--- src/interval_set_insert_merge_unit_macros.svh ---
// Assertion macros shared by the interval set insert and merge unit.
`ifndef INTERVAL_SET_INSERT_MERGE_UNIT_MACROS_SVH
`define INTERVAL_SET_INSERT_MERGE_UNIT_MACROS_SVH
`ifndef SYNTHESIS
// Same-cycle implication, reported by label.
`define ISIM_ASSERT_IMPL(name, clk, rst, ante, cons) \
   name: assert property (@(posedge clk) disable iff (rst) (ante) |-> (cons)) \
      else $error("assertion failed: same-cycle check");
// Next-cycle implication, reported by label.
`define ISIM_ASSERT_NEXT(name, clk, rst, ante, cons) \
   name: assert property (@(posedge clk) disable iff (rst) (ante) |=> (cons)) \
      else $error("assertion failed: next-cycle check");
`else
`define ISIM_ASSERT_IMPL(name, clk, rst, ante, cons)
`define ISIM_ASSERT_NEXT(name, clk, rst, ante, cons)
`endif
`endif

--- src/isim_pkg.sv ---
// Shared types, constants and helpers of the interval set insert and merge unit.
package isim_pkg;

   localparam int DEF_NUM_RULES  = 16;
   localparam int DEF_MAX_RANGES = 16;
   localparam int BAR_BITS       = 12;
   localparam int IDX_IN_W       = 4;
   localparam int WEIGHT_W       = 16;
   localparam int HAND_W         = 2;
   localparam int STATUS_W       = 3;
   localparam int COUNT_OUT_W    = 5;

   typedef enum logic [STATUS_W-1:0] {
      ST_CREATED  = 3'd0,
      ST_MERGED   = 3'd1,
      ST_ORDER    = 3'd2,
      ST_MISMATCH = 3'd3,
      ST_FULL     = 3'd4
   } status_type;

   typedef enum logic [2:0] {
      S_IDLE,
      S_META,
      S_SCAN,
      S_CHECK,
      S_MOVE,
      S_PLACE
   } state_type;

   typedef struct packed {
      logic wr_en;
      logic rd_en;
   } ram_ctl_type;

   function automatic int addr_bits(input int depth);
      return (depth > 1) ? $clog2(depth) : 1;
   endfunction

endpackage

--- src/isim_ram.sv ---
// Simple dual-port synchronous RAM with registered read data.
module isim_ram
   import isim_pkg::*;
#(
   parameter int DEPTH = DEF_NUM_RULES,
   parameter int WIDTH = 2 * BAR_BITS,
   localparam int AW = addr_bits(DEPTH)
) (
   input  logic             clock,
   input  ram_ctl_type      ctl,
   input  logic [AW-1:0]    wr_addr,
   input  logic [WIDTH-1:0] wr_data,
   input  logic [AW-1:0]    rd_addr,
   output logic [WIDTH-1:0] rd_data
);

   logic [WIDTH-1:0] mem_ff [DEPTH];
   logic [WIDTH-1:0] rd_data_ff;

   always_ff @(posedge clock) begin
      if (ctl.wr_en) begin
         mem_ff[wr_addr] <= wr_data;
      end
      if (ctl.rd_en) begin
         rd_data_ff <= mem_ff[rd_addr];
      end
   end

   assign rd_data = rd_data_ff;

endmodule

--- config.mk ---
export PLATFORM = sky130hd
export DESIGN_NAME = isim_ram
export DESIGN_NICKNAME = d
export VERILOG_FILES = /design/src/interval_set_insert_merge_unit_macros.svh /design/src/isim_pkg.sv /design/src/isim_ram.sv
export SDC_FILE = /design/constraint.sdc
export NUM_CORES = 1
export LEC_CHECK = 0
export BUFFER_PORTS_ARGS = -buffer_cell sky130_fd_sc_hd__buf_2
export CAP_MARGIN = 20
export CORE_MARGIN = 5
export CORE_UTILIZATION = 51
export CTS_CLUSTER_DIAMETER = 80
export DETAILED_ROUTE_END_ITERATION = 8
export PLACE_DENSITY = 0.68
export SLEW_MARGIN = 0
export SYNTH_ARGS = -nofsm -noshare
export SYNTH_HDL_FRONTEND = slang
export SYNTH_SLANG_ARGS = --single-unit
--- constraint.sdc ---
create_clock -name clock -period 4.2 [get_ports clock]
set_clock_uncertainty 0.15 [all_clocks]
set_input_delay 0.21 -clock clock [delete_from_list [all_inputs] [get_ports clock]]
set_output_delay 0.21 -clock clock [all_outputs]
set_load 0.02 [all_outputs]
==> flow_metrics.tcl <==
set metrics [dict create \
    fp.dieArea_mm2 0.0333 \
    cap_violations 0 \
    dpl.hpwl_um 16700 \
    crit_path_start_kind "primary input" \
    slew_violations 0 \
    grt_max_degree 63 \
    endpoint_kind "flop" \
    hold_path_class "in2reg" \
    wl_per_cell_um 27.2 \
    cts_max_path_buffers 3 \
    cts_max_level 2 \
    io_pins 59 \
    vias 6997 \
    synth_area_leader_cell "edfxtp_1" \
    num_rows 63 \
    design_area_mm2 0.0176 \
    vdd_ir_drop_max_mv 0.290 \
    fin_crit_sh_pct 47.6 \
    viasPerCell 5.96 \
    drive_gt1_share_pct 32.4 \
    p_per_area_mw_per_mm2 482 \
    io_buffers 58 \
    syn-num-nets 671 \
    die_h_um 182 \
    pre_cts_slack_ps 1600 \
    status "finished, final reports clean" \
    drtIter0Drc 678 \
    antenna_found_initial 0 \
    rsz0062_at_grt "false" \
    synthCells 636 \
    grt_pass1_wl_um 47600 \
    cts-resized-gates 0 \
    setup_tns_ps 0 \
    clkTransAtPathRegs_ps 60 \
    syn2layout_area_growth_pct 15.7 \
    worstSetupPathType "in2reg" \
    avgSynthCellArea_um2 23.9 \
    cts_buffers 41 \
    hp-start "wr_addr[0]" \
    synth_area_mm2 0.0152 \
    drc 0 \
    crit_path_max_fanout 52 \
    leakage_nw 5.65 \
    crit_arrival_ps 2110 \
    dr.pass1.iters 5 \
    max_freq_mhz 500 \
    yosys_warnings 0 \
    yosysUniqueCellTypes 15 \
    post_cts_buffers 0 \
    worst_slew_pin_slew_ps 1040 \
    insertion_delay_ps 520 \
    power.total_w 0.00845 \
    relSlewSlack_pct 30.4 \
    netlist.area_leader.share_pct 80.8 \
    initial_utilization_pct 51.5 \
    required_ps 4310 \
    die_w_um 182 \
    grt_pass1_vias 7433 \
    place_area_mm2 0.0160 \
    grt_overflow_total 0 \
    synth-seq-cells 408 \
    critPathLaunch "rd_addr[0]" \
    nFillCells 2046 \
    finalSetupViolCount 0 \
    cts_tree "done" \
    fin_ws_ps 2200 \
    cts_sinks 408 \
    grt_usage_pct 19.4 \
    core_mm2 0.0295 \
    nNetsFinal 788 \
    drt-total-wl_um 31900 \
    hold_violations 0 \
    hold_ws_ps 23.0 \
    gp_congestion 0.704 \
    r2r-start "mem_ff[7][21]$_DFFE_PP_" \
    ys_top_cells_by_area "edfxtp_1 81%, mux4_2 14%, a22oi_1 2.4%" \
    synth_seq_area_share_pct 80.8 \
    seq_area_mm2 0.0123 \
    multiInputGateArea_mm2 0.00280 \
    min_period_ps 2000 \
    diodes 0 \
    ant_nets 0 \
    ctsRootBufferMaster "clkbuf_16" \
]
## final cells by class
type | count | share of cell area, %
tap | 390 | 2.78
clock buffer | 53 | 6.34
sequential | 408 | 69.8
clock inverter | 21 | 0.870
multi-input combinational | 195 | 16.0
timing repair buffer | 107 | 4.23
## placed cells by master, fill, tap and decap left out, drive strengths merged, types with 2 or more instances in the layout
cell type	n
a22oi	48
buf	83
bufinv	2
clkbuf	53
clkinv	16
dlygate4sd3	24
edfxtp	408
inv	2
mux4	96
nand2	25
nand2b	2
nand3b	2
nor2	13
nor2b	2
nor3	4
## flip-flops by register name (all words and copies together) (netlist names)
register and flops:
rd_data 24, mem_ff 384
## metal layers
layer / track usage [%] / up-vias / part of all wire, %
met2: 34.3 / 248 / 53
met5: 0 / - / 0
met3: 3.33 / 43 / 6.0
met1: 25.9 / 3747 / 39
li1: - / 2959 / -
met4: 3.75 / 0 / 1.6
## path summary, 6_finish.rpt
kind	depth (start not counted)	to	slack, ps
worst max-delay path	5	rd_data[18]$_DFFE_PP_	2200
worst min-delay path	2	mem_ff[0][7]$_DFFE_PP_	20
worst max register to register	3	rd_data[21]$_DFFE_PP_	2620
worst min register to register	3	rd_data[21]$_DFFE_PP_	590
## synthesized netlist by cell type, drive strengths merged
cell type and n:
clkbuf 18, or3b 1, nand2b 2, buf 15, mux4 96, nor3 4
nor2b 2, and2 1, a22oi 48, nor2 13, nand3b 2, nand2 25
edfxtp 408, nand3 1
## through the flow
stage / util [%] / std cells
floorplan: - / 636
global placement: 54.4 / 1075
detailed placement: 54.4 / 1075
CTS: 59.5 / 1173
global route: 59.5 / 1174
finish: 59.5 / 1174
## repair_timing
| item | in CTS | in global routing |
|---|---|---|
| hold buffers | 24 | 0 |
| endpoints found under the hold margin | 384 | 0 |
| endpoints found under the setup margin | 0 | 0 |
## kinds of logic (layout without fill, tap and decap cells)
family	count (synthesis)	after routing	synth area share, %
buf+inv	33	181	1.15
mux	96	96	14.3
simple gates	51	51	1.47
compound gates	48	48	2.38
flops	408	408	80.8
## critical path, cell delays in order
cell and delay, ps:
buf_6 550, buf_4 440, mux4_2 540, a22oi_1 230
nand2_1 90
## where the power goes
part | leakage, nW | internal, W | switching, W
sequential | 3.71 | 0.00459 | 0.0000258
combinational | 1.32 | 0.000173 | 0.000252
clock | 0.618 | 0.00199 | 0.00142
Power figures use the tool's default switching activity.
