--- src/interval_set_insert_merge_unit_macros.svh ---
// Assertion macros shared by the interval set insert and merge unit.
`ifndef INTERVAL_SET_INSERT_MERGE_UNIT_MACROS_SVH
`define INTERVAL_SET_INSERT_MERGE_UNIT_MACROS_SVH
`ifndef SYNTHESIS
// Same-cycle implication, reported by label.
`define ISIM_ASSERT_IMPL(name, clk, rst, ante, cons) \
   name: assert property (@(posedge clk) disable iff (rst) (ante) |-> (cons)) \
      else $error("assertion failed: same-cycle check");
// Next-cycle implication, reported by label.
`define ISIM_ASSERT_NEXT(name, clk, rst, ante, cons) \
   name: assert property (@(posedge clk) disable iff (rst) (ante) |=> (cons)) \
      else $error("assertion failed: next-cycle check");
`else
`define ISIM_ASSERT_IMPL(name, clk, rst, ante, cons)
`define ISIM_ASSERT_NEXT(name, clk, rst, ante, cons)
`endif
`endif

--- src/isim_pkg.sv ---
// Shared types, constants and helpers of the interval set insert and merge unit.
package isim_pkg;

   localparam int DEF_NUM_RULES  = 16;
   localparam int DEF_MAX_RANGES = 16;
   localparam int BAR_BITS       = 12;
   localparam int IDX_IN_W       = 4;
   localparam int WEIGHT_W       = 16;
   localparam int HAND_W         = 2;
   localparam int STATUS_W       = 3;
   localparam int COUNT_OUT_W    = 5;

   typedef enum logic [STATUS_W-1:0] {
      ST_CREATED  = 3'd0,
      ST_MERGED   = 3'd1,
      ST_ORDER    = 3'd2,
      ST_MISMATCH = 3'd3,
      ST_FULL     = 3'd4
   } status_type;

   typedef enum logic [2:0] {
      S_IDLE,
      S_META,
      S_SCAN,
      S_CHECK,
      S_MOVE,
      S_PLACE
   } state_type;

   typedef struct packed {
      logic wr_en;
      logic rd_en;
   } ram_ctl_type;

   function automatic int addr_bits(input int depth);
      return (depth > 1) ? $clog2(depth) : 1;
   endfunction

endpackage

--- src/isim_seq.sv ---
// Sequencer: request decode, range scan and merge, list shift and result register.
module isim_seq
   import isim_pkg::*;
#(
   parameter int NUM_RULES  = DEF_NUM_RULES,
   parameter int MAX_RANGES = DEF_MAX_RANGES,
   localparam int IDX_W   = addr_bits(NUM_RULES),
   localparam int CNT_W   = $clog2(MAX_RANGES + 1),
   localparam int META_W  = WEIGHT_W + HAND_W + CNT_W,
   localparam int RADDR_W = addr_bits(NUM_RULES * MAX_RANGES),
   localparam int RANGE_W = 2 * BAR_BITS
) (
   input  logic                   clock,
   input  logic                   reset,
   input  logic                   req_valid,
   output logic                   req_ready,
   input  logic [IDX_IN_W-1:0]    req_rule_index,
   input  logic [BAR_BITS-1:0]    req_start_bar,
   input  logic [BAR_BITS-1:0]    req_end_bar,
   input  logic [WEIGHT_W-1:0]    req_rule_weight,
   input  logic [HAND_W-1:0]      req_hand_kind,
   output logic                   rsp_valid,
   input  logic                   rsp_ready,
   output logic [STATUS_W-1:0]    rsp_status,
   output logic [COUNT_OUT_W-1:0] rsp_range_count,
   output logic [BAR_BITS-1:0]    rsp_merged_start,
   output logic [BAR_BITS-1:0]    rsp_merged_end,
   output ram_ctl_type            meta_ctl,
   output logic [IDX_W-1:0]       meta_wr_addr,
   output logic [IDX_W-1:0]       meta_rd_addr,
   output logic [META_W-1:0]      meta_wdata,
   input  logic [META_W-1:0]      meta_rdata,
   output ram_ctl_type            range_ctl,
   output logic [RADDR_W-1:0]     range_wr_addr,
   output logic [RADDR_W-1:0]     range_rd_addr,
   output logic [RANGE_W-1:0]     range_wdata,
   input  logic [RANGE_W-1:0]     range_rdata
);

   logic [IDX_W+IDX_IN_W-1:0] req_idx_ext;
   logic                      req_fire;
   logic                      out_free;

   state_type               state_ff, state_in;
   logic [IDX_W-1:0]        idx_ff, idx_in;
   logic                    in_range_ff, in_range_in;
   logic [BAR_BITS-1:0]     s_ff, s_in, e_ff, e_in;
   logic [WEIGHT_W-1:0]     w_ff, w_in;
   logic [HAND_W-1:0]       h_ff, h_in;
   logic [CNT_W-1:0]        cnt_ff, cnt_in;
   logic [CNT_W-1:0]        k_ff, k_in;
   logic [CNT_W-1:0]        p_ff, p_in;
   logic [CNT_W-1:0]        ptr_ff, ptr_in;
   logic [CNT_W-1:0]        src_ff, src_in;
   logic                    rd_vld_ff, rd_vld_in;
   logic [NUM_RULES-1:0]    valid_ff, valid_in;

   logic                    rsp_valid_ff, rsp_valid_in;
   status_type              rsp_status_ff, rsp_status_in;
   logic [CNT_W-1:0]        rsp_count_ff, rsp_count_in;
   logic [BAR_BITS-1:0]     rsp_start_ff, rsp_start_in;
   logic [BAR_BITS-1:0]     rsp_end_ff, rsp_end_in;

   logic                    rule_vld;
   logic                    param_diff;
   logic [WEIGHT_W-1:0]     meta_w;
   logic [HAND_W-1:0]       meta_h;
   logic [CNT_W-1:0]        meta_cnt;
   logic [CNT_W-1:0]        cur_cnt;
   logic [CNT_W-1:0]        new_cnt;
   logic [BAR_BITS-1:0]     rd_s, rd_e;
   logic                    rd_ovl;
   logic                    move_dn;
   logic                    list_full;
   logic                    issue;
   logic                    emit, emit_go;
   logic                    set_valid;
   status_type              emit_status;
   logic [CNT_W-1:0]        emit_cnt;
   logic [BAR_BITS-1:0]     emit_s, emit_e;
   logic [CNT_W-1:0]        rd_slot, wr_slot;
   logic [RADDR_W-1:0]      rule_base;

   assign req_ready   = (state_ff == S_IDLE);
   assign req_fire    = req_valid && req_ready;
   assign out_free    = !rsp_valid_ff || rsp_ready;
   assign req_idx_ext = (IDX_W + IDX_IN_W)'(req_rule_index);

   assign meta_w     = meta_rdata[META_W-1 -: WEIGHT_W];
   assign meta_h     = meta_rdata[CNT_W +: HAND_W];
   assign meta_cnt   = meta_rdata[CNT_W-1:0];
   assign rule_vld   = valid_ff[idx_ff];
   assign cur_cnt    = rule_vld ? meta_cnt : '0;
   assign param_diff = (meta_w != w_ff) || (meta_h != h_ff);
   assign new_cnt    = cnt_ff - k_ff + CNT_W'(1);

   assign rd_s    = range_rdata[RANGE_W-1 -: BAR_BITS];
   assign rd_e    = range_rdata[BAR_BITS-1:0];
   assign rd_ovl  = (rd_e >= s_ff) && (rd_s <= e_ff);
   // No stored range absorbed: open a slot by shifting the tail up.
   assign move_dn   = (k_ff == '0);
   assign list_full = move_dn && (cnt_ff == CNT_W'(MAX_RANGES));

   assign rule_base     = RADDR_W'(idx_ff) * RADDR_W'(MAX_RANGES);
   assign range_rd_addr = rule_base + RADDR_W'(rd_slot);
   assign range_wr_addr = rule_base + RADDR_W'(wr_slot);
   assign meta_rd_addr  = req_idx_ext[IDX_W-1:0];
   assign meta_wr_addr  = idx_ff;

   // Next state
   always_comb begin
      state_in = state_ff;
      case (state_ff)
         S_IDLE: begin
            if (req_fire) state_in = S_META;
         end
         S_META: begin
            if (!emit) state_in = S_SCAN;
            else if (out_free) state_in = S_IDLE;
         end
         S_SCAN: begin
            if (!issue) state_in = S_CHECK;
         end
         S_CHECK: begin
            if (!emit) state_in = S_MOVE;
            else if (out_free) state_in = S_IDLE;
         end
         S_MOVE: begin
            if (!issue) state_in = S_PLACE;
         end
         S_PLACE: begin
            if (out_free) state_in = S_IDLE;
         end
         default: state_in = S_IDLE;
      endcase
   end

   // Outputs of the sequencer
   always_comb begin
      emit        = 1'b0;
      emit_status = ST_MERGED;
      emit_cnt    = '0;
      emit_s      = '0;
      emit_e      = '0;
      issue       = 1'b0;
      rd_slot     = ptr_ff;
      wr_slot     = '0;
      meta_ctl    = '0;
      range_ctl   = '0;
      meta_wdata  = {w_ff, h_ff, new_cnt};
      range_wdata = {s_ff, e_ff};
      set_valid   = 1'b0;
      case (state_ff)
         S_IDLE: begin
            meta_ctl.rd_en = req_fire;
         end
         S_META: begin
            if (!in_range_ff) begin
               emit        = 1'b1;
               emit_status = ST_MISMATCH;
            end else if (s_ff > e_ff) begin
               emit        = 1'b1;
               emit_status = ST_ORDER;
               emit_cnt    = cur_cnt;
            end else if (!rule_vld) begin
               emit            = 1'b1;
               emit_status     = ST_CREATED;
               emit_cnt        = CNT_W'(1);
               emit_s          = s_ff;
               emit_e          = e_ff;
               meta_wdata      = {w_ff, h_ff, CNT_W'(1)};
               meta_ctl.wr_en  = out_free;
               range_ctl.wr_en = out_free;
               set_valid       = out_free;
            end else if (param_diff) begin
               emit        = 1'b1;
               emit_status = ST_MISMATCH;
               emit_cnt    = cur_cnt;
            end
         end
         S_SCAN: begin
            issue           = (ptr_ff != cnt_ff);
            range_ctl.rd_en = issue;
         end
         S_CHECK: begin
            if (list_full) begin
               emit        = 1'b1;
               emit_status = ST_FULL;
               emit_cnt    = cnt_ff;
            end
         end
         S_MOVE: begin
            // Shift up walks down from the end, shift down walks up: a slot
            // is always read before it is overwritten.
            issue           = move_dn ? (ptr_ff != p_ff) : (ptr_ff != cnt_ff);
            rd_slot         = move_dn ? (ptr_ff - CNT_W'(1)) : ptr_ff;
            range_ctl.rd_en = issue;
            range_ctl.wr_en = rd_vld_ff;
            range_wdata     = range_rdata;
            wr_slot         = src_ff + CNT_W'(1) - k_ff;
         end
         S_PLACE: begin
            emit            = 1'b1;
            emit_status     = ST_MERGED;
            emit_cnt        = new_cnt;
            emit_s          = s_ff;
            emit_e          = e_ff;
            wr_slot         = p_ff;
            meta_ctl.wr_en  = out_free;
            range_ctl.wr_en = out_free;
         end
         default: ;
      endcase
      emit_go = emit && out_free;
   end

   // Datapath next values
   always_comb begin
      idx_in      = idx_ff;
      in_range_in = in_range_ff;
      s_in        = s_ff;
      e_in        = e_ff;
      w_in        = w_ff;
      h_in        = h_ff;
      cnt_in      = cnt_ff;
      k_in        = k_ff;
      p_in        = p_ff;
      ptr_in      = ptr_ff;
      src_in      = rd_slot;
      rd_vld_in   = issue;
      valid_in    = valid_ff;
      if (set_valid) valid_in[idx_ff] = 1'b1;

      case (state_ff)
         S_IDLE: begin
            if (req_fire) begin
               idx_in      = req_idx_ext[IDX_W-1:0];
               in_range_in = (int'(req_rule_index) < NUM_RULES);
               s_in        = req_start_bar;
               e_in        = req_end_bar;
               w_in        = req_rule_weight;
               h_in        = req_hand_kind;
            end
         end
         S_META: begin
            cnt_in = meta_cnt;
            ptr_in = '0;
            k_in   = '0;
            p_in   = '0;
         end
         S_SCAN: begin
            if (issue) ptr_in = ptr_ff + CNT_W'(1);
            if (rd_vld_ff) begin
               if (rd_ovl) begin
                  if (rd_s < s_ff) s_in = rd_s;
                  if (rd_e > e_ff) e_in = rd_e;
                  k_in = k_ff + CNT_W'(1);
               end else if (rd_e < s_ff) begin
                  p_in = p_ff + CNT_W'(1);
               end
            end
         end
         S_CHECK: begin
            ptr_in = move_dn ? cnt_ff : (p_ff + k_ff);
         end
         S_MOVE: begin
            if (issue) ptr_in = move_dn ? (ptr_ff - CNT_W'(1)) : (ptr_ff + CNT_W'(1));
         end
         default: ;
      endcase
   end

   // Result register: load on emit, drop once taken
   always_comb begin
      rsp_valid_in  = rsp_valid_ff;
      rsp_status_in = rsp_status_ff;
      rsp_count_in  = rsp_count_ff;
      rsp_start_in  = rsp_start_ff;
      rsp_end_in    = rsp_end_ff;
      if (emit_go) begin
         rsp_valid_in  = 1'b1;
         rsp_status_in = emit_status;
         rsp_count_in  = emit_cnt;
         rsp_start_in  = emit_s;
         rsp_end_in    = emit_e;
      end else if (rsp_ready) begin
         rsp_valid_in = 1'b0;
      end
   end

   always_ff @(posedge clock) begin
      if (reset) begin
         state_ff     <= S_IDLE;
         rd_vld_ff    <= 1'b0;
         valid_ff     <= '0;
         rsp_valid_ff <= 1'b0;
      end else begin
         state_ff     <= state_in;
         rd_vld_ff    <= rd_vld_in;
         valid_ff     <= valid_in;
         rsp_valid_ff <= rsp_valid_in;
      end
   end

   always_ff @(posedge clock) begin
      idx_ff        <= idx_in;
      in_range_ff   <= in_range_in;
      s_ff          <= s_in;
      e_ff          <= e_in;
      w_ff          <= w_in;
      h_ff          <= h_in;
      cnt_ff        <= cnt_in;
      k_ff          <= k_in;
      p_ff          <= p_in;
      ptr_ff        <= ptr_in;
      src_ff        <= src_in;
      rsp_status_ff <= rsp_status_in;
      rsp_count_ff  <= rsp_count_in;
      rsp_start_ff  <= rsp_start_in;
      rsp_end_ff    <= rsp_end_in;
   end

   assign rsp_valid        = rsp_valid_ff;
   assign rsp_status       = rsp_status_ff;
   assign rsp_range_count  = COUNT_OUT_W'(rsp_count_ff);
   assign rsp_merged_start = rsp_start_ff;
   assign rsp_merged_end   = rsp_end_ff;

endmodule

--- config.mk ---
export PLATFORM = sky130hd
export DESIGN_NAME = isim_seq
export DESIGN_NICKNAME = d
export VERILOG_FILES = /design/src/interval_set_insert_merge_unit_macros.svh /design/src/isim_pkg.sv /design/src/isim_seq.sv
export SDC_FILE = /design/constraint.sdc
export NUM_CORES = 1
export LEC_CHECK = 0
export BUFFER_PORTS_ARGS = -buffer_cell sky130_fd_sc_hd__buf_2
export CORE_AREA = 2 2 217 112
export DETAILED_ROUTE_END_ITERATION = 7
export DIE_AREA = 0 0 219 114
export SLEW_MARGIN = 20
export SYNTH_ARGS = -nofsm -noshare
export SYNTH_HDL_FRONTEND = slang
export SYNTH_SLANG_ARGS = --single-unit
--- constraint.sdc ---
create_clock -name clock -period 4.4 [get_ports clock]
set_clock_uncertainty 0.15 [all_clocks]
set_input_delay 0.44 -clock clock [delete_from_list [all_inputs] [get_ports clock]]
set_output_delay 0.44 -clock clock [all_outputs]
set_load 0.02 [all_outputs]
==> flow_metrics.env, run 1 <==
export IMPL_start_util_pct=34.1
export IMPL_ctsHoldBuffers=0
export IMPL_ys_types=57
export IMPL_synth_ff_latch_count=124
export IMPL_gp_congestion=0.900
export IMPL_clk_pin_slew_ps=60
export IMPL_synth_flop_cell="edfxtp_1"
export IMPL_antenna_found_initial=1
export IMPL_fp_coreArea_mm2=0.0233
export IMPL_design_area_mm2=0.00985
export IMPL_cts_num_sinks=124
export IMPL_start_kind="flop"
export IMPL_die_height_um=114
export IMPL_synth_fp_nets=990
export IMPL_fin_ws_ps=412
export IMPL_drc=0
export IMPL_fmax_mhz=251
export IMPL_final_util_pct=42.2
export IMPL_dp_slack_ps=857
export IMPL_wire_per_inst_um=18.4
export IMPL_h_tree_depth=4
export IMPL_port_buffers=205
export IMPL_crit_fanout=10
export IMPL_tightest_slew_ps=829
export IMPL_cts_tree="yes"
export IMPL_synth_edf_count=98
export IMPL_synth_area_mm2=0.00795
export IMPL_crit_path_end_kind="primary output"
export IMPL_area_growth_syn_to_layout_pct=23.9
export IMPL_dpl_cell_area_mm2=0.00928
export IMPL_met2WireLength_um=9210
export IMPL_synthCells=804
export IMPL_p_total_mw=3.49
export IMPL_power_per_cell_area_mw_per_mm2=354
export IMPL_wl_met1_um=13000
export IMPL_die_w_um=219
export IMPL_r2r_start="meta_wr_addr[0]"
export IMPL_cts_resized=0
export IMPL_grt_overflow_total=0
export IMPL_vias=6731
export IMPL_fin_setup_tns_ps=0
export IMPL_ios=206
export IMPL_slew_headroom_pct=44.0
export IMPL_reg2reg_depth=8
export IMPL_hold_depth=1
export IMPL_worstHoldStart="req_rule_weight[4]"
export IMPL_timing_rr_end="rsp_merged_end[7]"
export IMPL_drtAntennaViolNets=0
export IMPL_timing_hold_violations_final=0
export IMPL_die_area_mm2=0.0250
export IMPL_rsz0062_at_grt="false"
export IMPL_hpwl_um=19200
export IMPL_drt_total_wl_um=24400
export IMPL_drtPass1Iterations=7
export IMPL_grt_pass1_vias=6371
export IMPL_min_path_type="primary input to flop"
export IMPL_maxSlewViolCount=0
export IMPL_numCtsBuffers=17
export IMPL_grt_pass1_wl_um=36800
export IMPL_period_needed_ps=3990
export IMPL_grt_use_total_pct=19.8
export IMPL_worstPathRequired_ps=3810
export IMPL_clk_path_buf_depth=2
export IMPL_drt_iter0_markers=613
export IMPL_yosys_warnings=0
export IMPL_drive_gt1_share_pct=25.9
export IMPL_cellLeakagePower_nw=4.38
export IMPL_arrival_ps=3400
export IMPL_status="finished clean"
export IMPL_async_flop_share_pct=0
export IMPL_reg2reg_setup_slack_ps=1150
export IMPL_num_rows=40
export IMPL_critPathKind="flop to primary output"
export IMPL_nNetsFinal=1183
export IMPL_avgSynthCellArea_um2=9.89
export IMPL_grt_max_degree=52
export IMPL_cts_root_buffer_cell="clkbuf_16"
export IMPL_vdd_drop_max_uv=282
export IMPL_cts_setup_buffers=0
export IMPL_post_route_period_util_pct=90.6
export IMPL_dr_wl_met3_um=1870
export IMPL_drv_cap=0
export IMPL_ys_seq_area_share_pct=43.6
export IMPL_via_per_inst=5.08
export IMPL_highest_signal_layer="met4"
export IMPL_hold_path_end="w_ff[4]"
export IMPL_worstSkewPairLatency_ps=440
export IMPL_finalSetupViolations=0
-- cells by family (layout without fill, tap and decap cells) --
group | Yosys count | in the layout | share of synthesized area, %
simple gates | 276 | 276 | 16.4
compound gates | 158 | 158 | 12.2
flops | 124 | 124 | 43.6
fa+ha+maj | 89 | 89 | 14.3
buf+inv | 89 | 295 | 5.05
xor+xnor | 56 | 56 | 6.17
mux | 12 | 12 | 2.34
other cells | 0 | 1 | 0
-- layer usage --
metal  vias up  global-route usage, %
li1       3274                      -
met1      3146                   31.0
met2       285                   25.9
met3        26                   5.12
met4         0                   6.40
met5         -                      0
-- critical path: stages (launching register included) --
cell and delay, ps:
edfxtp_1 460, inv_1 150, ha_1 170, nor4b_2 430
nand2_1 350, nor3_1 290, xor2_1 380, ha_1 250
ha_1 160, xor2_1 140, buf_2 180
-- report_power, final --
| group | switching [mW] | internal, mW |
|---|---|---|
| sequential | 0.0646 | 1.35 |
| clock | 0.558 | 0.815 |
| combinational | 0.434 | 0.266 |
| total | 1.06 | 2.43 |
-- cell type report --
cell class                      instances  area [µm²]
Antenna cell                            1        2.50
Clock buffer                           20         458
Clock inverter                         12         110
Fill cell                            2320       13500
Inverter                               45         169
Multi-Input combinational cell        591        4120
Sequential cell                       124        3460
Tap cell                              315         394
Timing Repair Buffer                  218        1140
-- flip-flops by register name (all words and copies together), names as in the netlist --
| register | flops |
|---|---|
| cnt_ff | 5 |
| e_ff | 12 |
| h_ff | 2 |
| k_ff | 5 |
| meta_wr_addr | 4 |
| p_ff | 5 |
| ptr_ff | 5 |
| rd_vld_ff | 1 |
| rsp_merged_end | 12 |
| rsp_merged_start | 12 |
| rsp_range_count | 5 |
| rsp_status | 3 |
| rsp_valid | 1 |
| s_ff | 12 |
| src_ff | 5 |
| state_ff | 3 |
| valid_ff | 16 |
| w_ff | 16 |
-- cells in the mapped netlist (all sizes together), types with 2 or more instances --
cell	count	area share (%)
nor2b	5	0.39
o31ai	6	0.63
a21o	16	1.5
a21boi	3	0.28
dfxtp	26	6.5
or2	3	0.24
buf	20	1.8
a221oi	2	0.22
nor2	46	2.2
a211oi	5	0.47
nor3	12	0.82
nand2b	6	0.47
edfxtp	98	37
nand3	13	0.82
o21a	2	0.19
nor4	20	1.6
a22o	3	0.33
ha	86	14
mux4	4	1.3
nor3b	2	0.19
a21oi	55	3.5
mux2i	7	0.88
nand2	120	5.7
o211ai	5	0.47
xnor2	37	4.1
clkbuf	24	1.1
o21ai	42	2.6
a31oi	4	0.31
and2	29	2.3
inv	45	2.1
fa	3	0.76
nand4	18	1.4
xor2	19	2.1
-- layout by cell type (no fill, tap or decap), drive strengths merged, types with 2 or more instances in the layout --
cell,synthesis,layout
buf,20,218
nand2,120,120
edfxtp,98,98
ha,86,86
a21oi,55,55
inv,45,51
nor2,46,46
o21ai,42,42
xnor2,37,37
and2,29,29
dfxtp,26,26
nor4,20,20
clkbuf,24,20
xor2,19,19
nand4,18,18
a21o,16,16
nand3,13,13
nor3,12,12
mux2i,7,7
nand2b,6,6
o31ai,6,6
nor2b,5,5
o211ai,5,5
a211oi,5,5
clkinv,0,5
mux4,4,4
a31oi,4,4
a22o,3,3
or2,3,3
fa,3,3
a21boi,3,3
o21a,2,2
nor3b,2,2
a221oi,2,2
-- worst max path at each step --
stage / slack (ps) / endpoint / start / cells past startpoint
after floorplan: 590 / rsp_merged_end[0] / meta_wr_addr[0] / 7
after global placement: 960 / range_rd_addr[6] / k_ff[1] / 10
after detailed placement: 860 / range_rd_addr[6] / k_ff[0] / 10
after CTS: 390 / range_rd_addr[6] / k_ff[0] / 10
after global routing: 100 / range_rd_addr[6] / k_ff[0] / 10
final: 410 / range_rd_addr[6] / k_ff[0] / 10
-- per-stage QoR --
step	std cells	hold WS (ps)
after floorplan	804	278
after global placement	1293	297
after detailed placement	1293	306
after CTS	1325	3.43
after global routing	1326	5.49
final	1326	35.8
Power figures use the tool's default switching activity.
==> run 2: changes to the inputs <==
==> constraint.sdc (replaced) <==
create_clock -name clock -period 4.4 [get_ports clock]
set_clock_uncertainty 0.15 [all_clocks]
set_input_delay 0.66 -clock clock [delete_from_list [all_inputs] [get_ports clock]]
set_output_delay 0.66 -clock clock [all_outputs]
set_load 0.02 [all_outputs]
==> run 2 against run 1 <==
Flip-flop and latch count did not move. Total power rose by 3.8%. Final area rose by 0.64%. Sequential share of layout area fell by 0.22 points. Global-route usage rose by 0.15 points. Critical endpoint is now range_wr_addr[6]. Largest cell class unchanged. Largest power group is now clock. Highest routed layer unchanged.
==> flow_metrics.env, run 2 (synthesis gave the netlist of run 1 again) <==
export IMPL_worstPathRequired_ps=3590
export IMPL_via_per_inst=5.09
export IMPL_antennaDiodeCount=0
export IMPL_timing_hold_violations_final=0
export IMPL_hpwl_um=19100
export IMPL_cts_resized=0
export IMPL_crit_path_end_kind="primary output"
export IMPL_power_switching_mw=1.06
export IMPL_vias=6748
export IMPL_grt_pass1_vias=6249
export IMPL_die_w_um=219
export IMPL_power_internal_mw=2.56
export IMPL_ios=206
export IMPL_wire_per_inst_um=18.5
export IMPL_fillers=2284
export IMPL_min_path_type="primary input to flop"
export IMPL_start_util_pct=34.1
export IMPL_clkPwrFrac_pct=41.6
export IMPL_grt_pass1_wl_um=36800
export IMPL_rsz0062_at_grt="false"
export IMPL_fin_cells=1326
export IMPL_nNetsFinal=1184
export IMPL_grt_max_degree=52
export IMPL_cts_num_sinks=124
export IMPL_sequentialPowerShare_pct=39.1
export IMPL_die_height_um=114
export IMPL_dpl_cell_area_mm2=0.00929
export IMPL_cp_common_cell="ha_1"
export IMPL_grt_overflow_total=0
export IMPL_clk_pin_slew_ps=60
export IMPL_area_growth_syn_to_layout_pct=24.7
export IMPL_clk_path_buf_depth=2
export IMPL_cellLeakagePower_nw=4.39
export IMPL_multiInputGateArea_mm2=0.00412
export IMPL_tightest_slew_ps=727
export IMPL_finalSetupViolations=0
export IMPL_drtPass1Iterations=5
export IMPL_crit_slowest_cell="edfxtp_1"
export IMPL_port_buffers=205
export IMPL_period_needed_ps=4140
export IMPL_place_inst=1294
export IMPL_cts_root_buffer_cell="clkbuf_16"
export IMPL_power_per_cell_area_mw_per_mm2=365
export IMPL_slew_headroom_pct=50.9
export IMPL_gp_congestion=0.946
export IMPL_path_delay_family="adder cells"
export IMPL_start_kind="flop"
export IMPL_swShare_pct=29.3
export IMPL_antenna_found_initial=0
export IMPL_reg_top3="valid_ff (16), w_ff (16)"
export IMPL_path_cells="inv_1 -> ha_1 -> ha_1 -> a21o_1 -> a21oi_1 -> xnor2_1 -> nor2_1 -> a21oi_1 -> nor2_1 -> ha_1 -> ha_1 -> xor2_1 -> buf_2"
export IMPL_worstSkewPairLatency_ps=440
export IMPL_grt_use_total_pct=20.0
export IMPL_cts_setup_buffers=0
export IMPL_drt_total_wl_um=24600
export IMPL_fin_setup_tns_ps=0
export IMPL_h_tree_depth=4
export IMPL_drc=0
export IMPL_drt_iter0_markers=618
export IMPL_most_common_layout_cells="buf_2, nand2_1, edfxtp_1"
export IMPL_status="finished clean"
export IMPL_drtAntennaViolNets=0
export IMPL_arrival_ps=3330
export IMPL_vdd_drop_max_uv=238
export IMPL_critPathMaxStageDelay_ps=510
export IMPL_fmax_mhz=241
export IMPL_drv_cap=0
export IMPL_ctsHoldBuffers=0
export IMPL_crit_buf_inv=2
export IMPL_seqCellArea_mm2=0.00346
export IMPL_num_rows=40
export IMPL_drive_gt1_share_pct=26.1
export IMPL_comb_power_share_pct=19.3
export IMPL_numCtsBuffers=17
export IMPL_critPathKind="flop to primary output"
export IMPL_post_route_period_util_pct=94.1
export IMPL_cts_tree="yes"
export IMPL_design_area_mm2=0.00991
export IMPL_maxSlewViolCount=0
export IMPL_die_area_mm2=0.0250
export IMPL_fp_coreArea_mm2=0.0233
export IMPL_crit_fanout=7
export IMPL_layout_commonest_cell="buf_2"
-- run 2: cell count changes in the layout (fill, tap and decap cells not counted), sizes merged --
cell | previous run | this run
bufinv | 1 | 4
clkinvlp | 0 | 3
inv | 51 | 48
clkbuf | 20 | 18
buf | 218 | 219
clkinv | 5 | 4
diode | 1 | 0
-- run 2: worst reg2reg max path, cell delays in order (launching register included) --
cell      delay, ps
dfxtp_1         790
inv_1           380
nor2_1          270
nand2_1         250
nor2_1          410
nor2_1          150
a21boi_4        460
buf_12          260
-- run 2: through the flow --
step           total power [mW]  hold WS, ps  setup slack, ps  utilization, %
2_1_floorplan              1.86          278              589               -
3_3_place_gp               2.12          298              858            39.8
3_5_place_dp               2.13          303              822            39.8
4_1_cts                    3.65          219              244            42.5
5_1_grt                    3.78          229             72.6            42.5
6_report                   3.62          249              259            42.5
-- run 2: area by class of cell --
cell class / instances / area share, %
clock buffers: 18 / 4.33
clock inverters: 14 / 1.93
inverters: 45 / 1.70
multi-input cells: 591 / 41.6
flip-flops and latches: 124 / 34.9
well taps: 315 / 3.98
repair buffers: 219 / 11.5
-- run 2: final timing paths --
kind / slack [ps] / from / cells after the start / end
max: 260 / k_ff[2] / 13 / range_wr_addr[6]
min: 250 / req_rule_weight[11] / 1 / w_ff[11]
max reg2reg: 960 / state_ff[0] / 7 / rsp_merged_start[7]
min reg2reg: 310 / valid_ff[15] / 2 / valid_ff[15]
-- run 2: power by group through the flow --
| stage | registers, mW | logic, mW | clock network, mW |
|---|---|---|---|
| finish | 1.42 | 0.697 | 1.51 |
| global route | 1.42 | 0.767 | 1.59 |
| CTS | 1.41 | 0.696 | 1.54 |
| detailed placement | 1.44 | 0.690 | 0 |
| global placement | 1.44 | 0.686 | 0 |
| floorplan | 1.44 | 0.414 | 0 |
-- run 2: layer usage --
layer / share of wire [%] / up-vias / global-route usage (%)
met1: 53 / 3187 / 32.1
li1: - / 3264 / -
met5: 0 / - / 0
met4: 1.3 / 0 / 5.59
met2: 38 / 269 / 25.5
met3: 8.1 / 28 / 4.96
==> run 3: changes to the inputs <==
--- a/config.mk
+++ b/config.mk
@@ -9,6 +9,7 @@
 export CORE_AREA = 2 2 217 112
 export DETAILED_ROUTE_END_ITERATION = 7
 export DIE_AREA = 0 0 219 114
+export MAX_ROUTING_LAYER = met4
 export SLEW_MARGIN = 20
 export SYNTH_ARGS = -nofsm -noshare
 export SYNTH_HDL_FRONTEND = slang
==> run 3 against run 2 <==
Final cell count unchanged. Global-route usage up 0.76 points. Sequential power about the same. Flip-flop and latch count unchanged. Count of clock-buffer cells in the layout up 9. Core utilization down 0.31 points. Via count about the same. Routed wire length up 0.57%. Clock power down 13%. Maximum frequency up 0.93%. Critical path depth unchanged. Critical endpoint unchanged. Largest power group is now registers.
==> flow_metrics.env, run 3 (synthesis gave the netlist of run 1 again) <==
export IMPL_grt_overflow_total=0
export IMPL_path_delay_family="adder cells"
export IMPL_crit_path_end_kind="primary output"
export IMPL_grt_pass1_wl_um=36900
export IMPL_clk_pin_slew_ps=50
export IMPL_h_tree_depth=4
export IMPL_crit_slowest_cell="edfxtp_1"
export IMPL_fin_setup_tns_ps=0
export IMPL_cts_setup_buffers=0
export IMPL_drive_gt1_share_pct=25.7
export IMPL_vias=6742
export IMPL_fp_coreArea_mm2=0.0233
export IMPL_die_height_um=114
export IMPL_die_area_mm2=0.0250
export IMPL_busiest_layer="met1"
export IMPL_status="finished clean"
export IMPL_clk_path_buf_depth=2
export IMPL_power_per_cell_area_mw_per_mm2=348
export IMPL_nNetsFinal=1184
export IMPL_hpwl_um=19200
export IMPL_drtAntennaViolNets=0
export IMPL_arrival_ps=3290
export IMPL_maxSlewViolCount=0
export IMPL_grtUsageMet2_pct=25.4
export IMPL_slew_headroom_pct=52.3
export IMPL_drtPass1Iterations=5
export IMPL_cp_common_cell="ha_1"
export IMPL_critPathMaxStageDelay_ps=520
export IMPL_drv_cap=0
export IMPL_gp_congestion=0.971
export IMPL_rsz0062_at_grt="false"
export IMPL_worstSkewPairLatency_ps=430
export IMPL_cts_num_sinks=124
export IMPL_grt_max_degree=52
export IMPL_antennaDiodeCount=0
export IMPL_start_util_pct=34.1
export IMPL_drt_total_wl_um=24700
export IMPL_vdd_drop_max_uv=247
export IMPL_p_total_mw=3.43
export IMPL_r2r_start="state_ff[0]"
export IMPL_critPathKind="flop to primary output"
export IMPL_num_rows=40
export IMPL_cts_resized=0
export IMPL_most_common_layout_cells="buf_2, nand2_1, edfxtp_1"
export IMPL_worstHoldStart="req_rule_weight[2]"
export IMPL_numCtsBuffers=17
export IMPL_cts_tree="yes"
export IMPL_path_cells="inv_1 -> ha_1 -> ha_1 -> a21o_1 -> a21oi_1 -> xnor2_1 -> nor2_1 -> a21oi_1 -> nor2_1 -> ha_1 -> ha_1 -> xor2_1 -> buf_2"
export IMPL_drc=0
export IMPL_place_inst=1294
export IMPL_start_kind="flop"
export IMPL_startpoint="k_ff[2]"
export IMPL_worstPathRequired_ps=3590
export IMPL_timing_hold_violations_final=0
export IMPL_tightest_slew_ps=711
export IMPL_crit_buf_inv=2
export IMPL_cellLeakagePower_nw=4.36
export IMPL_drt_iter0_markers=584
export IMPL_ctsHoldBuffers=0
export IMPL_grt_pass1_vias=6141
export IMPL_reg_top3="valid_ff (16), w_ff (16)"
export IMPL_port_buffers=205
export IMPL_min_path_type="primary input to flop"
export IMPL_met1_usage_pct=32.5
export IMPL_area_growth_syn_to_layout_pct=23.8
export IMPL_cts_root_buffer_cell="clkbuf_16"
export IMPL_post_route_period_util_pct=93.3
export IMPL_layout_commonest_cell="buf_2"
export IMPL_period_needed_ps=4100
export IMPL_via_per_inst=5.08
export IMPL_grt_use_total_pct=20.8
export IMPL_crit_fanout=7
export IMPL_die_w_um=219
export IMPL_finalSetupViolations=0
export IMPL_antenna_found_initial=0
export IMPL_grtUsageMet3_pct=5.47
export IMPL_wire_per_inst_um=18.7
export IMPL_fin_cells=1326
export IMPL_ios=206
export IMPL_fmax_mhz=244
[run 3: cell count changes in the layout (fill, tap and decap cells not counted), sizes merged]
cell      previous run  this run
bufinv               4         0
clkbuf              18        27
inv                 48        45
clkinvlp             3         2
clkinv               4         3
[run 3: path summary, 6_finish.rpt]
| path | to | slack [ps] | cells past startpoint |
|---|---|---|---|
| worst max register to register | rsp_merged_end[9] | 1050 | 7 |
| worst max-delay path | range_wr_addr[6] | 300 | 13 |
| worst min-delay path | w_ff[2] | 250 | 1 |
| worst min register to register | valid_ff[11] | 310 | 2 |
[run 3: area by class of cell]
cell class                 count  area [µm²]
fill                        2296       13500
inverter                      45         169
timing repair buffer         219        1140
multi-input combinational    591        4120
tap                          315         394
clock inverter                 5        33.8
sequential                   124        3460
clock buffer                  27         514
[run 3: per-layer routing]
layer  vias up  wire [µm]
li1       3267          -
met1      3162      13400
met2       296       9140
met3        17       1920
met4         0        265
met5         -          0
[run 3: through the flow]
stage | instance area [µm²] | util (%) | hold WS, ps | worst slack [ps]
2_1_floorplan | 7950 | - | 278 | 589
3_3_place_gp | 9290 | 39.8 | 298 | 828
3_5_place_dp | 9290 | 39.8 | 301 | 785
4_1_cts | 9830 | 42.2 | 223 | 303
5_1_grt | 9840 | 42.2 | 220 | 118
6_report | 9840 | 42.2 | 253 | 297
[run 3: where the power goes]
| group | switching [mW] | internal (mW) | leakage (nW) |
|---|---|---|---|
| registers | 0.0684 | 1.35 | 1.16 |
| clock network | 0.516 | 0.796 | 0.263 |
| logic | 0.435 | 0.265 | 2.94 |
| total | 1.02 | 2.41 | 4.36 |
